## config.mk

```make
export PLATFORM = sky130hd
export DESIGN_NAME = mop_pixel_decode
export DESIGN_NICKNAME = d
export VERILOG_FILES = /design/src/hw/rtl/mop_pkg.sv /design/src/hw/rtl/mop_pixel_decode.sv
export SDC_FILE = /design/constraint.sdc
export NUM_CORES = 1
export LEC_CHECK = 0
export BUFFER_PORTS_ARGS = -buffer_cell sky130_fd_sc_hd__buf_2
export CORE_MARGIN = 4
export CORE_UTILIZATION = 54
export DETAILED_ROUTE_END_ITERATION = 12
export GPL_TIMING_DRIVEN = 0
export PLACE_DENSITY = 0.86
export SETUP_SLACK_MARGIN = 0.1
export SYNTH_ARGS = -nofsm -noshare
export SYNTH_HDL_FRONTEND = slang
export SYNTH_SLANG_ARGS = --single-unit
```

## constraint.sdc

```tcl
create_clock -name vclk -period 8.2
set_input_delay 1.23 -clock vclk [all_inputs]
set_output_delay 1.23 -clock vclk [all_outputs]
set_load 0.03 [all_outputs]
```

## src/hw/rtl/mop_pkg.sv

```systemverilog
package mop_pkg;

    // Item kinds carried on the mode field
    localparam logic MODE_DRAW = 1'b0;
    localparam logic MODE_READ = 1'b1;

    // Frame store row: eight buffer bytes side by side
    localparam int ROW_BYTES = 8;
    localparam int ROW_BITS  = ROW_BYTES * 8;

    // Rec.601 luma weights, scaled by 256
    localparam logic [7:0] LUMA_R_COEF = 8'd77;
    localparam logic [7:0] LUMA_G_COEF = 8'd150;
    localparam logic [7:0] LUMA_B_COEF = 8'd29;

    localparam logic [7:0] LUMA_THRESHOLD_RESET = 8'd128;

    // Read result queue depth
    localparam int OUT_DEPTH = 3;

    typedef logic [1:0] out_ptr_t;
    typedef logic [1:0] out_count_t;

    // Decoded item, handed from the decoder to the frame store
    typedef struct packed {
        logic       is_read;   // read item: returns one word
        logic       clear;     // wipe the whole buffer before the write
        logic       wr_en;     // pixel lit and on screen
        logic       in_range;  // read address inside the buffer
        logic [2:0] lane;      // byte within the row
        logic [7:0] mask;      // bit to set within the byte
    } mop_op_t;

endpackage

```

## src/hw/rtl/mop_pixel_decode.sv

```systemverilog
module mop_pixel_decode #(
    parameter int DISPLAY_WIDTH  = 128,
    parameter int DISPLAY_HEIGHT = 64
) (
    input  logic                  mode,
    input  logic                  clear_frame,
    input  logic signed [11:0]    screen_x,
    input  logic signed [11:0]    screen_y,
    input  logic [7:0]            palette_index,
    input  logic [15:0]           pixel_color,
    input  logic                  has_transparency,
    input  logic [7:0]            transparent_index,
    input  logic [9:0]            read_address,
    input  logic [7:0]            luma_threshold,
    output mop_pkg::mop_op_t      op,
    output logic [(((DISPLAY_WIDTH * ((DISPLAY_HEIGHT + 7) / 8)) + 7) / 8 > 1 ?
                   $clog2(((DISPLAY_WIDTH * ((DISPLAY_HEIGHT + 7) / 8)) + 7) / 8) : 1)-1:0]
                                  row
);

    import mop_pkg::*;

    localparam int PAGES     = (DISPLAY_HEIGHT + 7) / 8;
    localparam int BUF_BYTES = DISPLAY_WIDTH * PAGES;
    localparam int ROWS      = (BUF_BYTES + ROW_BYTES - 1) / ROW_BYTES;
    localparam int ROW_W     = ROWS > 1 ? $clog2(ROWS) : 1;
    localparam int POS_W     = ROW_W + 3;

    logic [7:0]       r8;
    logic [7:0]       g8;
    logic [7:0]       b8;
    logic [15:0]      luma_sum;
    logic             lit;
    logic             on_screen;
    logic             transparent;
    logic             rd_in_range;
    logic [POS_W-1:0] draw_pos;
    logic [POS_W-1:0] rd_pos;
    logic [POS_W-1:0] pos;

    // RGB565 to 8-bit channels, low bits zero
    assign r8 = {pixel_color[15:11], 3'b000};
    assign g8 = {pixel_color[10:5], 2'b00};
    assign b8 = {pixel_color[4:0], 3'b000};

    // Weighted sum stays below 2^16 for any colour
    assign luma_sum = ({8'h00, r8} * {8'h00, LUMA_R_COEF})
                    + ({8'h00, g8} * {8'h00, LUMA_G_COEF})
                    + ({8'h00, b8} * {8'h00, LUMA_B_COEF});
    assign lit      = luma_sum[15:8] >= luma_threshold;

    // Clipping and transparency
    assign on_screen   = (screen_x >= 0) && (int'(screen_x) < DISPLAY_WIDTH) &&
                         (screen_y >= 0) && (int'(screen_y) < DISPLAY_HEIGHT);
    assign transparent = has_transparency && (palette_index == transparent_index);

    // Byte address: page * width + column
    assign draw_pos    = POS_W'(screen_y[11:3]) * POS_W'(DISPLAY_WIDTH) + POS_W'(screen_x);
    assign rd_in_range = int'(read_address) < BUF_BYTES;
    assign rd_pos      = rd_in_range ? POS_W'(read_address) : '0;
    assign pos         = (mode == MODE_READ) ? rd_pos : draw_pos;

    always_comb
    begin
        op.is_read  = (mode == MODE_READ);
        op.clear    = (mode == MODE_DRAW) && clear_frame;
        op.wr_en    = (mode == MODE_DRAW) && on_screen && !transparent && lit;
        op.in_range = rd_in_range;
        op.lane     = pos[2:0];
        op.mask     = 8'(1) << screen_y[2:0];
    end

    assign row = pos[POS_W-1:3];

endmodule

```

==> flow_summary.toml <==
[floorplan]
fp.coreArea_sq_um = 4880
die_h_um = 80.0
die_x_um = 80.0
i_o_pins = 99
num_rows = 25
effective_utilization_at_floorplan_pct = 57.4
area_enclosed_by_the_die_boundary_sq_um = 6400

[cts]
cts.repair_timing.setup_buffer_count = 0
cts_hold_buf = 0

[timing]
final_min_period_over_clock_period_pct = 96.1
tns_ns = 0
report.final.setup_viol = 0
min_period_ns = 7.88
setup_slack_of_the_critical_path_after_layout_ns = 0.321
slew_violations = 0
hold_violations = 0
unrepaired_setup_endpoints_after_global_routing = "false"
whs_ns = 2.82
max_clk_rate_mhz = 127

[cells_and_area]
area_delta_synth_final_pct = 20.9
finalCoreUtilization_pct = 69.4
seq_cells = 0
antenna_cells = 0
instances_no_fill = 474
post_route_cells_drive_above_1_share_pct = 27.8
fin_nets = 596
n_clock_buffer = 0
regArea_sq_um = 0
postLayoutCellArea_sq_um = 3390
n_fill_cell = 386

[routing]
wire_per_inst_um = 13.3
detailedRoute.firstIterationViolations = 49
ant_nets = 0
drc = 0
via_count = 2537
route.final.wire_length_um = 6290
per_cell_via_count_in_the_routed_design = 5.35
firstDrtPassIters = 4

[synth]
yosys.area.top_type = "sky130_fd_sc_hd__ha_1"
synth.top_cells.by_area = "sky130_fd_sc_hd__ha_1, sky130_fd_sc_hd__fa_1, sky130_fd_sc_hd__xnor2_1, sky130_fd_sc_hd__inv_1, sky130_fd_sc_hd__xor2_1"
sequential_area_share_after_synthesis_pct = 0
syn-cell-area_sq_um = 2800
synth.most_common_cell = "sky130_fd_sc_hd__ha_1"
yosys_warnings = 0
netlist_top_cells_count = "sky130_fd_sc_hd__ha_1, sky130_fd_sc_hd__inv_1, sky130_fd_sc_hd__xnor2_1, sky130_fd_sc_hd__fa_1, sky130_fd_sc_hd__a21oi_1"
synth.distinct_cells = 46
synth_fp_nets = 496
syn_inst = 309
avgSynthCellArea_sq_um = 9.07
synth.top_cell.area_share_pct = 39.3

[run]
max_cap_viol_count = 0

[global_route]
first_global_vias = 2514
maximum_number_of_pins_on_one_net_before_global_route_repair = 11
grt_antenna_before_repair = 0
grt_pass1_wl_um = 10400
global_route.overflow_total = 0
global_route.usage.total_pct = 19.5

[worst_setup_path]
startpoint_type = "input pin"
cp_data_required_time_ns = 6.97
setup.worst_path.end_class = "output port"
timing.setup.critical_path_class = "in -> out"
timing.critical_path.fanout_max = 5
signal_arrival_time_at_the_worst_endpoint_ns = 6.65

[placement]
placed_cells_incl_taps = 474
place_congestion = 0.895
numPortBuffers = 98
dp_hpwl_um = 5770
place_worst_setup_slack_ns = 0.247
dpl_cell_area_sq_um = 3380

[outcome]
outcome = "completed"

[power_and_ir_drop]
power_leakage_nw = 1.93
power_density_nw_per_um2 = 293
post-layout-total-power_mw = 0.992
vdd_ir_drop_max_mv = 0.232

[worst_hold_path]
timing.hold.worst.class = "in -> out"
-- worst max-delay path: stages --
cell                      delay [ns]
sky130_fd_sc_hd__buf_2          0.14
sky130_fd_sc_hd__ha_1           0.29
sky130_fd_sc_hd__ha_1           0.30
sky130_fd_sc_hd__fa_1           0.54
sky130_fd_sc_hd__fa_1           0.48
sky130_fd_sc_hd__a21o_1         0.21
sky130_fd_sc_hd__a21oi_2        0.17
sky130_fd_sc_hd__nor2_1         0.06
sky130_fd_sc_hd__o21a_1         0.19
sky130_fd_sc_hd__or3_1          0.31
sky130_fd_sc_hd__nand2_1        0.11
sky130_fd_sc_hd__fa_1           0.43
sky130_fd_sc_hd__inv_1          0.07
sky130_fd_sc_hd__ha_1           0.30
sky130_fd_sc_hd__and4_1         0.19
sky130_fd_sc_hd__nand2_1        0.08
sky130_fd_sc_hd__o22ai_2        0.09
sky130_fd_sc_hd__a211o_1        0.33
sky130_fd_sc_hd__a21oi_2        0.15
sky130_fd_sc_hd__xnor2_1        0.07
sky130_fd_sc_hd__ha_1           0.27
sky130_fd_sc_hd__nor3_1         0.04
sky130_fd_sc_hd__a311o_1        0.26
sky130_fd_sc_hd__a21oi_1        0.11
sky130_fd_sc_hd__buf_2          0.21
-- worst paths after layout --
check / start / end / slack (ns) / cells past startpoint
setup / recovery: pixel_color[8] / op[12] / 0.32 / 25
hold / removal: screen_x[4] / row[1] / 2.82 / 3
-- layer usage --
metal  track usage [%]  share of wire (%)  vias up  routed length (um)
met4              3.38                1.3        0                  84
met2              38.8                 53       60                3360
met5                 0                  0        -                   0
met1              22.5                 41     1191                2580
met3              1.58                4.3        8                 270
li1                  -                  -     1278                   -
-- report_power, final --
group | total, mW | switching, mW | leakage, nW | internal, mW
registers | 0 | 0 | 0 | 0
logic | 0.992 | 0.531 | 1.93 | 0.461
clock network | 0 | 0 | 0 | 0
-- timing repair --
action,CTS,global route
hold endpoints to repair,0,0
setup endpoints to repair,0,1
gates resized for setup,0,2
-- cells by family (layout without fill, tap and decap cells) --
logic type      count (synthesis)  count (layout)  share of synthesized area [%]
compound gates                 57              57                           14.3
simple gates                   46              46                           9.07
xor+xnor                       34              34                           10.6
mux                             9               9                           3.62
fa+ha+maj                     110             110                           55.0
buf+inv                        52             150                           7.24
other cells                     1               1                          0.134
-- final cells by class --
class	instances	area (sq um)	area share [%]
Buffer	3	18.8	0.554
Inverter	49	184	5.43
Multi-Input combinational cell	257	2610	77.1
Tap cell	67	83.8	2.48
Timing Repair Buffer	98	490	14.5
-- cells in the final DEF (no fill, tap or decap), types with 3 or more instances in the layout --
| cell type | count |
|---|---|
| sky130_fd_sc_hd__o21a_1 | 4 |
| sky130_fd_sc_hd__nor3_1 | 4 |
| sky130_fd_sc_hd__o21bai_1 | 4 |
| sky130_fd_sc_hd__mux2_1 | 6 |
| sky130_fd_sc_hd__fa_1 | 22 |
| sky130_fd_sc_hd__buf_2 | 98 |
| sky130_fd_sc_hd__xor2_1 | 11 |
| sky130_fd_sc_hd__nand2_1 | 6 |
| sky130_fd_sc_hd__o21ai_0 | 6 |
| sky130_fd_sc_hd__ha_1 | 88 |
| sky130_fd_sc_hd__nor4_1 | 4 |
| sky130_fd_sc_hd__a21oi_1 | 14 |
| sky130_fd_sc_hd__o21ai_1 | 4 |
| sky130_fd_sc_hd__nor3b_1 | 3 |
| sky130_fd_sc_hd__inv_1 | 47 |
| sky130_fd_sc_hd__a21o_1 | 7 |
| sky130_fd_sc_hd__nor2b_1 | 4 |
| sky130_fd_sc_hd__xnor2_1 | 23 |
| sky130_fd_sc_hd__nor2_1 | 12 |
| sky130_fd_sc_hd__mux2_2 | 3 |
Power figures use the tool's default switching activity.
