`src/hw/rtl/mop_pkg.sv`:
```
package mop_pkg;

    // Item kinds carried on the mode field
    localparam logic MODE_DRAW = 1'b0;
    localparam logic MODE_READ = 1'b1;

    // Frame store row: eight buffer bytes side by side
    localparam int ROW_BYTES = 8;
    localparam int ROW_BITS  = ROW_BYTES * 8;

    // Rec.601 luma weights, scaled by 256
    localparam logic [7:0] LUMA_R_COEF = 8'd77;
    localparam logic [7:0] LUMA_G_COEF = 8'd150;
    localparam logic [7:0] LUMA_B_COEF = 8'd29;

    localparam logic [7:0] LUMA_THRESHOLD_RESET = 8'd128;

    // Read result queue depth
    localparam int OUT_DEPTH = 3;

    typedef logic [1:0] out_ptr_t;
    typedef logic [1:0] out_count_t;

    // Decoded item, handed from the decoder to the frame store
    typedef struct packed {
        logic       is_read;   // read item: returns one word
        logic       clear;     // wipe the whole buffer before the write
        logic       wr_en;     // pixel lit and on screen
        logic       in_range;  // read address inside the buffer
        logic [2:0] lane;      // byte within the row
        logic [7:0] mask;      // bit to set within the byte
    } mop_op_t;

endpackage

```
`src/hw/rtl/mop_out_fifo.sv`:
```
module mop_out_fifo (
    input  logic                  clk,
    input  logic                  rst_n,
    input  logic                  push,
    input  logic [7:0]            push_data,
    input  logic                  out_ready,
    output logic                  out_valid,
    output logic [7:0]            read_data,
    output mop_pkg::out_count_t   count
);

    import mop_pkg::*;

    logic [7:0] mem_reg [OUT_DEPTH];
    out_ptr_t   wr_ptr_reg;
    out_ptr_t   wr_ptr_next;
    out_ptr_t   rd_ptr_reg;
    out_ptr_t   rd_ptr_next;
    out_count_t count_reg;
    out_count_t count_next;
    logic       pop;

    assign out_valid = (count_reg != '0);
    assign read_data = mem_reg[rd_ptr_reg];
    assign pop       = out_valid && out_ready;
    assign count     = count_reg;

    // Pointer and occupancy update
    always_comb
    begin
        wr_ptr_next = wr_ptr_reg;
        rd_ptr_next = rd_ptr_reg;
        if (push)
        begin
            wr_ptr_next = (wr_ptr_reg == out_ptr_t'(OUT_DEPTH - 1)) ? '0 : wr_ptr_reg + 2'd1;
        end
        if (pop)
        begin
            rd_ptr_next = (rd_ptr_reg == out_ptr_t'(OUT_DEPTH - 1)) ? '0 : rd_ptr_reg + 2'd1;
        end
        count_next = count_reg + out_count_t'(push) - out_count_t'(pop);
    end

    always_ff @(posedge clk or negedge rst_n)
    begin
        if (!rst_n)
        begin
            wr_ptr_reg <= '0;
            rd_ptr_reg <= '0;
            count_reg  <= '0;
        end
        else
        begin
            wr_ptr_reg <= wr_ptr_next;
            rd_ptr_reg <= rd_ptr_next;
            count_reg  <= count_next;
        end
    end

    always_ff @(posedge clk)
    begin
        if (push)
        begin
            mem_reg[wr_ptr_reg] <= push_data;
        end
    end

endmodule

```
`config.mk`:
```
export PLATFORM = sky130hd
export DESIGN_NAME = mop_out_fifo
export DESIGN_NICKNAME = d
export VERILOG_FILES = /design/src/hw/rtl/mop_pkg.sv /design/src/hw/rtl/mop_out_fifo.sv
export SDC_FILE = /design/constraint.sdc
export NUM_CORES = 1
export LEC_CHECK = 0
export BUFFER_PORTS_ARGS = -buffer_cell sky130_fd_sc_hd__buf_2
export CORE_MARGIN = 1.5
export CORE_UTILIZATION = 50
export CTS_CLUSTER_DIAMETER = 120
export DETAILED_ROUTE_END_ITERATION = 7
export GPL_ROUTABILITY_DRIVEN = 0
export PLACE_DENSITY_LB_ADDON = 0.2
export SYNTH_ARGS = -nofsm -noshare
export SYNTH_HDL_FRONTEND = slang
export SYNTH_SLANG_ARGS = --single-unit
```
`constraint.sdc`:
```
create_clock -name clk -period 1.9 [get_ports clk]
set_input_delay 0.095 -clock clk [delete_from_list [all_inputs] [get_ports clk]]
set_output_delay 0.095 -clock clk [all_outputs]
set_load 0.03 [all_outputs]
```
==> impl_metrics.ini, run 1 <==
[floorplanning]
die_y_um = 51.9
design.core.area_um2 = 2230
die_x_um = 51.9
dieArea_um2 = 2700
pin_count = 23
num_rows = 17
initial_utilization_pct = 53.6

[setup_path]
required_ns = 1.80
critPathKind = register to output port
worstSetupEndpointType = output port
cp.arrival_ns = 1.59
critPathMaxFanout = 11
r2r_cells = 7
start_kind = register
regToRegSetupSlack_ns = 0.36
r2r-end = count[1]
rr_startpoint = count[0]

[cts]
post_cts_buffers = 0
clockBufferDepth = 2
cts_tree = yes
numCtsBuffers = 5
cts_num_sinks = 30
cts_hold_buf = 10
cts_max_level = 2
clk_latency_ns = 0.32
cts_root_buffer = clkbuf_4
cts_resized = 0
clkTransAtPathRegs_ns = 0.08

[cells_and_area]
multi_input_area_um2 = 288
drive_above_1_share_pct = 30.8
final_common_cell = edfxtp_1
layout.nets = 130
diodes = 0
register_area_um2 = 871
area_growth_pct = 25.4
fill_cells = 171
largest_register_ffs = 24
most-common-layout-cells = 24 x edfxtp_1, 22 x buf_2, 10 x dlygate4sd3_1
finish.utilization_pct = 67.2

[yosys]
synthesis.area_um2 = 1200
syn_inst = 77
ys_types = 21
yosys_register_bits = 30
avgSynthCellArea_um2 = 15.6
yosysTopAreaCell = edfxtp_1
ys_seq_area_share_pct = 72.7
syn-num-nets = 91
synthTopCellsByArea = edfxtp_1 60%, dfrtp_1 13%, mux2i_1 7.5%
synth_top_area_share_pct = 60.2
ys_warn_count = 0

[timing]
fin_crit_sh_pct = 88.6
worst_pin_slew_ns = 0.595
slew_viol_final = 0
hold_slack_ns = 0.111
max_freq_ghz = 0.594
tns_ns = 0
hold_viol_final = 0
rsz0062_at_grt = false
fin_worst_skew_ns = 0.00810
final-setup-viol-count = 0
period_minus_slack_ns = 1.68
slew_headroom_pct = 60.3

[route]
drtPass1Iterations = 3
drt-initial-drc-count = 5
ant_nets = 0
routed_via_density = 4.77
wl_um = 1840
vias = 691
post_drt_wl_per_cell_um = 12.7
route.detailed.drc = 0

[pwr]
internal_power_mw = 1.32
switching_power_mw = 0.804
p_leak_nw = 0.621
share_clk_of_total_power_pct = 17.2
ir_drop_mv = 1.12
p_comb_share_pct = 35.8
seq_power_share_pct = 47.0
powerDensity_nw_per_um2 = 1420
swShare_pct = 37.8
power.total_mw = 2.13

[place]
io_buffer_count = 22
dpl.hpwl_um = 1140

[global_routing]
grt_first_pass_wirelength_um = 3140
grt-ovfl-total = 0
grt_start_max_net_pins = 20
grt_pass1_vias = 729
antenna_found_initial = 0
globalRouteTotalUtil_pct = 17.6

[outcome]
status = complete, no violations

[job]
cap_violations = 0

[min_path]
hold_class = primary input to asynchronous set/reset pin
power by group through the flow:
stage	clock network [mW]	registers [mW]	logic, mW
final	0.365	1.00	0.762
after global routing	0.410	1.03	0.840
after CTS	0.380	1.00	0.769
after detailed placement	0	1.02	0.751
after global placement	0	1.01	0.740
after floorplan	0	0.958	0.623
worst max-delay path by stage:
stage,startpoint,depth (start not counted),to,slack [ns]
after CTS,rd_ptr_reg[0],3,read_data[4],0.19
after global placement,count[0],7,count[1],0.42
after global routing,rd_ptr_reg[0],3,read_data[4],0.09
final,rd_ptr_reg[0],3,read_data[4],0.22
after detailed placement,count[0],7,count[1],0.37
after floorplan,count[0],7,count[1],0.29
synth_stat cells:
cell and instances:
a21o_1 1, buf_2 1, buf_4 1, buf_6 1
dfrtp_1 6, edfxtp_1 24, ha_1 2, inv_1 4
mux2_1 1, mux2_2 1, mux2i_1 9, nand2_1 9
nor2_1 1, nor2_2 1, nor2b_1 1, nor3b_1 1
nor3b_2 1, o21ai_1 8, o21ai_2 1, or2_1 1
xnor2_1 2
kinds of logic after synthesis:
| logic type | count (synthesis) | share of synthesized area [%] |
|---|---|---|
| xor gates and xnor gates | 2 | 1.46 |
| and+or+nand+nor | 15 | 6.37 |
| DFF | 30 | 72.7 |
| adders and majority gates | 2 | 2.09 |
| muxes | 11 | 9.40 |
| buffers and inverters | 7 | 3.24 |
| AOI/OAI and AO/OA | 10 | 4.70 |
area by class of cell:
| class | instances | area share (%) |
|---|---|---|
| clock inverter | 1 | 0.333 |
| inverter | 4 | 1.00 |
| clock buffer | 7 | 3.67 |
| sequential | 30 | 58.0 |
| tap | 28 | 2.33 |
| multi-input combinational | 40 | 19.2 |
| timing repair buffer | 35 | 15.5 |
per-layer routing:
metal	track usage [%]	wire length, um	vias to the layer above	share of wire (%)
met4	7.89	31	0	1.7
met1	18.4	788	315	43
met5	0	0	-	0
met2	30.2	931	16	51
met3	7.76	86	5	4.7
li1	-	-	355	-
per-stage QoR:
stage	worst slack (ns)	cells	area [um2]
after floorplan	0.286	77	1200
after global placement	0.418	127	1340
after detailed placement	0.368	127	1340
after CTS	0.188	145	1500
after global routing	0.0892	145	1500
final	0.217	145	1500
critical path, stage by stage (launching register included):
cell and delay [ns]:
dfrtp_1 0.69, mux2i_1 0.27, o21ai_1 0.10, buf_2 0.21
Power figures use the tool's default switching activity.
==> run 2, diff against run 1 <==
--- a/config.mk
+++ b/config.mk
@@ -7,7 +7,7 @@
 export LEC_CHECK = 0
 export BUFFER_PORTS_ARGS = -buffer_cell sky130_fd_sc_hd__buf_2
 export CORE_MARGIN = 1.5
-export CORE_UTILIZATION = 50
+export CORE_UTILIZATION = 25
 export CTS_CLUSTER_DIAMETER = 120
 export DETAILED_ROUTE_END_ITERATION = 7
 export GPL_ROUTABILITY_DRIVEN = 0
==> run 2 against run 1 <==
  * Non-clock buffer count down 9
  * Sequential power hardly changed
  * Highest routed layer unchanged
  * Clock-buffer cell count fell by 2
  * Global-route usage fell by 8.6 points
  * Die area rose by 93%
  * Via count shrank 3.0%
  * Power grew 11%
==> impl_metrics.ini, run 2 (synthesized netlist as in run 1, its figures left out) <==
[outcome]
status = complete, no violations

[job]
cap_violations = 0

[route]
drt-initial-drc-count = 23
met1_length_um = 860
post_drt_wl_per_cell_um = 12.7
routed_via_density = 4.19
vias = 670
dr.max_layer_used = met4
dr_wl_met2_um = 1040
wl_um = 2030
met3_wirelength_um = 102
drtPass1Iterations = 4
ant_nets = 0
route.detailed.drc = 0

[timing]
hold_viol_final = 0
fin_crit_sh_pct = 84.6
tns_ns = 0
fin_worst_skew_ns = 0.00488
worst_pin_slew_ns = 0.608
final-setup-viol-count = 0
slew_viol_final = 0
rsz0062_at_grt = false
max_freq_ghz = 0.622
period_minus_slack_ns = 1.61
slew_headroom_pct = 59.5

[setup_path]
r2r_cells = 7
cp.arrival_ns = 1.51
crit_end = read_data[0]
worstSetupEndpointType = output port
critPathMaxFanout = 11
regToRegSetupSlack_ns = 0.36
start_kind = register
r2r-end = count[1]
critPathKind = register to output port
required_ns = 1.80
startpoint = rd_ptr_reg[0]
rr_startpoint = count[0]

[cells_and_area]
layout.nets = 121
drive_above_1_share_pct = 34.3
diodes = 0
postLayoutCellArea_um2 = 1490
final_common_cell = edfxtp_1
fill_cells = 434
largest_register_ffs = 24
area_growth_pct = 24.5
final_cells = 160
most-common-layout-cells = 24 x edfxtp_1, 22 x buf_2, 9 x mux2i_1, 9 x nand2_1, 8 x o21ai_1

[global_routing]
globalRouteTotalUtil_pct = 9.02
grt-ovfl-total = 0
grt_pass1_vias = 695
grt_start_max_net_pins = 20
grt_first_pass_wirelength_um = 3380
antenna_found_initial = 0

[cts]
cts_num_sinks = 30
cts_tree = yes
clockBufferDepth = 2
cts_max_level = 2
cts_root_buffer = clkbuf_8
cts_resized = 0
clk_latency_ns = 0.28
numCtsBuffers = 5
clkTransAtPathRegs_ns = 0.07

[place]
io_buffer_count = 22
dpl.cell_count = 151
place_area_um2 = 1370
dpl.hpwl_um = 1380

[floorplanning]
pin_count = 23
die_y_um = 72.2
die_x_um = 72.2
initial_utilization_pct = 26.8
design.core.area_um2 = 4470
dieArea_um2 = 5210
num_rows = 24

[pwr]
p_leak_nw = 0.606
powerDensity_nw_per_um2 = 1590
ir_drop_mv = 0.420

[min_path]
hold_class = primary input to register
run 2: cell types whose count changed in the layout (fill, tap and decap cells not counted):
| cell | delta |
|---|---|
| bufinv_16 | +1 |
| clkbuf_1 | -1 |
| clkbuf_4 | -5 |
| clkbuf_8 | +4 |
| clkinv_2 | +1 |
| dlygate4sd3_1 | -9 |
run 2: area by class of cell:
type / instances / area (um2) / area share [%]
flip-flops and latches: 30 / 871 / 58.4
inverters: 4 / 15.0 / 1.01
multi-input cells: 40 / 288 / 19.3
repair buffers: 26 / 143 / 9.57
clock inverters: 3 / 40.0 / 2.69
well taps: 52 / 65.1 / 4.37
clock buffers: 5 / 68.8 / 4.62
run 2: worst max-delay path: stages, from the launching register on:
cell,delay [ns]
dfrtp_1,0.70
mux2i_1,0.25
o21ai_1,0.08
buf_2,0.20
run 2: worst min path at each step:
stage                 start            end  slack (ns)  cells past startpoint
6_report       push_data[6]  mem_reg[1][6]        0.01                      1
5_1_grt        push_data[5]  mem_reg[0][5]        0.01                      1
4_1_cts        push_data[6]  mem_reg[1][6]       0.005                      1
3_5_place_dp          rst_n       count[0]       -0.06                      1
3_3_place_gp          rst_n       count[0]       -0.07                      1
2_1_floorplan         rst_n       count[0]       -0.20                      0
run 2: stage by stage:
step	hold WS, ns	total power [mW]	util (%)	setup slack (ns)
3_5_place_dp	-0.0643	1.79	30.6	0.357
6_report	0.0124	2.37	33.3	0.292
3_3_place_gp	-0.0722	1.77	30.6	0.413
5_1_grt	0.0106	2.51	33.3	0.150
2_1_floorplan	-0.201	1.58	-	0.286
4_1_cts	0.00525	2.41	33.3	0.219
run 2: routing by layer:
layer	global-route usage, %	vias up
met5	0	-
met4	5.66	0
met3	3.47	2
met2	14.8	16
met1	9.79	317
li1	-	335
run 2: power by group:
group	leakage [nW]	internal (mW)	switching, mW
combinational	0.254	0.292	0.460
sequential	0.295	0.844	0.160
clock	0.0579	0.385	0.227
run 2: repair_timing:
item,in CTS,in global routing
buffers inserted,0,0
endpoints found under the hold margin,6,0
hold buffers,1,0
